### config.mk
export PLATFORM = sky130hd
export DESIGN_NAME = hcpr_ram
export DESIGN_NICKNAME = d
export VERILOG_FILES = /design/src/hw/rtl/hcpr_ram.sv
export SDC_FILE = /design/constraint.sdc
export NUM_CORES = 2
export LEC_CHECK = 0
export ABC_AREA = 0
export BUFFER_PORTS_ARGS = -buffer_cell sky130_fd_sc_hd__buf_2
export CORE_UTILIZATION = 55
export DETAILED_ROUTE_END_ITERATION = 8
export PLACE_DENSITY = 0.73
export RECOVER_POWER = 50
export SLEW_MARGIN = 40
export SYNTH_ARGS = -nofsm -noshare
export SYNTH_HDL_FRONTEND = slang
export SYNTH_SLANG_ARGS = --single-unit
### constraint.sdc
create_clock -name clk -period 4.2 [get_ports clk]
set_input_delay 0.84 -clock clk [delete_from_list [all_inputs] [get_ports clk]]
set_output_delay 0.84 -clock clk [all_outputs]
set_load 0.02 [all_outputs]
### src/hw/rtl/hcpr_ram.sv
// generic single write port ram with registered read
module hcpr_ram #(
    parameter int WIDTH = 32,
    parameter int DEPTH = 64
) (
    input  logic                     clk,
    input  logic                     we,
    input  logic [$clog2(DEPTH)-1:0] waddr,
    input  logic [WIDTH-1:0]         wdata,
    input  logic [$clog2(DEPTH)-1:0] raddr,
    output logic [WIDTH-1:0]         rdata
);

    logic [WIDTH-1:0] mem [DEPTH];

    always_ff @(posedge clk)
    begin
        if (we)
        begin
            mem[waddr] <= wdata;
        end
        rdata <= mem[raddr];
    end

endmodule

Word level (Yosys, flattened, before mapping)
Memory sizes are Yosys's and may differ from the RTL's. A register that Yosys moved wholly into a read port is not among the register bits.
Index checks and enable logic that the tools add are counted.
Word-level totals
  output and inout port bits: 32
  memories kept: 1
  RAM bits: 2048
  logic and storage cells: 3
  input port bits: 46
  register bits: 0
Operators by class
  muxes and demuxes: 2
Memories
  mem: words 64, bits a word 32, read ports 1, clocked after memory_dff 1, wr ports 1, line 14  | logic [WIDTH-1:0] mem [DEPTH];
Operators by type and width (number)
  two-way mux 1 bit: 2

Depth between registers and ports, before layout
  depth in word-level cells: 2
  depth in mapped cells: 10

Least setup slack after synthesis
No wires, ideal clock.
  path kind: input-to-reg
  start: input waddr[3]
  end: memory mem[48][0], enable pin
  path buffers: 1
  setup time: 461 ps
  data arrival time: 3539 ps
  stages: 4
  slack: 200 ps
  cells stage by stage: clkbuf_1 > nor2b_1 > nand4b_1 > nor3_1
RTL lines
  start: declaration: line 8  | input logic [$clog2(DEPTH)-1:0] waddr,
  end: declaration: line 14
No word-level cell before the write port.

Worst setup path in the final report
  start: input waddr[5]
  end: memory mem[47][13], enable pin
No word-level cell before the write port.

==> impl_results.md <==
* Status: finished with violations
* Failing checks: max-capacitance violations, max-slew violations
* Final Cycle Share at 83.36%
* Static leakage at 27.82 nW
* Count leader, synth: edfxtp_1
* # IOs at 78
* Hold WC Path Type: input pin to flop
* Max-cap violations at 33
* H-tree levels at 4
* CP arrival at 3.98 ns
* I/O Buffers at 77
* Post-Syn Area per Cell at 23.62 sq um
* Largest net degree at the start of global routing at 71
* Hold depth at 3
* CTS tree: yes
* Post-CTS Resized at 0
* Post-synth design cell area at 0.07852 sq mm
* Worst stage delay on the critical path at 1.72 ns
* Crit end category: flop
* Worst-path maximum fanout at 15
* Worst ir drop on vdd at 0.4519 mV
* Top cells by area, synth: edfxtp_1 78%, mux4_2 16%, mux2i_1 1.2%
* Dpl hpwl at 104400 microns
* RSZ-0062 raised after global routing: no
* Yosys top cell area share at 78.33%
* Synth Instances at 3324
* Critical path startpoint category: input pin
* Worst path slowest cell: nor2_1
* CTS root buf: clkbuf_16
* Final net count at 3659
* DR pass1 iterations at 6
* Final Slew Violations at 2064
* Syn_nets at 3370
* Post-CTS setup buffers at 0
* Endpoints failing hold at 0
* Layout area overhead at 13.52%
* Slew Limit Headroom at -99.96%
* Core footprint at 0.1416 sq mm
* Clk buf depth at 3
* Main synth FF type: edfxtp_1
* Total track usage at 27.30%
* YS warnings at 0
* Die Span Y at 379.8 microns
* Worst-margin pin slew at 2.999 ns
* Final Setup Violations at 0
* CP Cell Sequence: clkbuf_1, nand3b_1, clkbuf_1, nor2_1, buf_4
* Max Clk Rate at 285.6 MHz
* Iter 0 DRT Violations at 5194
* TNS Setup at 0 ns
* Clk sinks at 2080
* Worst setup margin at 0.6990 ns
* Pre-CTS setup slack at 0.5401 ns
* Core Rows at 138
* Async SR Flop Fraction at 0%
* Die W at 379.8 microns
* Cell taking the most area after synthesis: edfxtp_1
* Post-CTS Hold Buffers at 0
* Total power at 0.04273 W
* Worst Path Required at 4.68 ns
* Clock transition at path regs at 0.06 ns
* Setup Skew at 0.02354 ns
* Wire per inst at 34.36 microns
* Initial Util at 55.45%
* PD cells at 479.4 mW/mm^2
* R2r worst-path depth at 5
* Sequential fraction of the synthesis area at 79.14%
* Synth cell count leaders: 2048 x edfxtp_1, 544 x mux4_2, 137 x nor2_1
* Synth Register Bits at 2080
* Die ar. at 0.1443 sq mm
* CP dominant cell by count: clkbuf_1
* EDFF count, synth at 2048
* Crit Path Class: input pin to flop
* First-pass GRT wire length at 277000 microns
* Synth cell types at 34
* Vias/cell at 6.691
* Post-DRT Antenna Nets at 0
* Initial antenna violation count at 4
* Drt drc at 0
* Num CTS Buffers at 200
* Vias at 37910
* Remaining global-route overflow at 0
* Clk Latency, worst-skew pair at 0.84 ns
* Vias in the first global route at 37870
* Routed WL at 194700 microns
* Fill count at 9138
* Share of layout cells above drive strength 1 at 29.63%
* Minimum clock period at 3.501 ns
* Gpl congestion at 0.7999
[cell usage in the layout, fill, tap and decap left out, types with 32 or more instances in the layout]
cell,count
edfxtp_1,2048
mux4_2,544
clkbuf_16,207
buf_4,151
mux2i_1,93
o22ai_1,83
nor2_1,80
clkbuf_1,80
a21oi_1,62
nor2_4,57
clkinv_1,44
buf_2,40
buf_12,39
clkinv_2,34
dfxtp_1,32
[logic make-up (layout without fill, tap and decap cells)]
| logic type | after synthesis | count (layout) | share of synthesized area (%) |
|---|---|---|---|
| AOI/OAI and AO/OA | 202 | 202 | 1.673 |
| buffers and inverters | 182 | 631 | 1.128 |
| DFF | 2080 | 2080 | 79.14 |
| muxes | 637 | 637 | 16.79 |
| other | 0 | 3 | 0 |
| and+or+nand+nor | 223 | 223 | 1.265 |
[routing by layer]
metal | wire (microns) | track usage (%) | part of all wire [%]
met1 | 72350 | 39.12 | 37
met2 | 93790 | 42.63 | 48
met4 | 6515 | 9.125 | 3.3
met3 | 22000 | 5.536 | 11
met5 | 55 | 0 | 0.028
[per-stage QoR]
step / hold WS, ns / utilization (%) / instances / instance area (sq um)
after floorplan: 0.6632 / - / 3324 / 78520
after global placement: 0.7203 / 58.49 / 5300 / 82810
after detailed placement: 0.7852 / 58.57 / 5301 / 82930
after CTS: 0.4768 / 63.06 / 5663 / 89280
after global routing: 0.6327 / 62.94 / 5663 / 89120
final: 0.6392 / 62.95 / 5666 / 89130
[state kept, by name (all words and copies together) (netlist names)]
| register | cells |
|---|---|
| rdata | 32 |
| mem | 2048 |
[cell type report]
class | instances | area (sq um) | share of cell area (%)
Antenna cell | 3 | 7.507 | 0.008423
Clock buffer | 257 | 5418 | 6.079
Clock inverter | 105 | 934.6 | 1.049
Multi-Input combinational cell | 1062 | 15940 | 17.89
Sequential cell | 2080 | 62140 | 69.72
Tap cell | 1890 | 2365 | 2.653
Timing Repair Buffer | 269 | 2318 | 2.601
[worst max-delay path: cells and delay by family]
kind                   cells  cell delay, ns
AND/OR/NAND/NOR            2            1.84
buffers and inverters      3            1.23
[where the power goes]
group          switching [W]  internal, W
registers           0.000100       0.0230
logic                0.00130     0.000800
clock network        0.00747       0.0100
total                0.00887       0.0339
[worst paths after layout]
kind | slack (ns) | end | start
max | 0.70 | mem[47][13]$_DFFE_PP_ | waddr[5]
min | 0.64 | rdata[0]$_DFF_P_ | raddr[4]
max reg2reg | 2.03 | rdata[4]$_DFF_P_ | mem[39][4]$_DFFE_PP_
min reg2reg | 0.78 | rdata[8]$_DFF_P_ | mem[29][8]$_DFFE_PP_
Power figures use the tool's default switching activity.
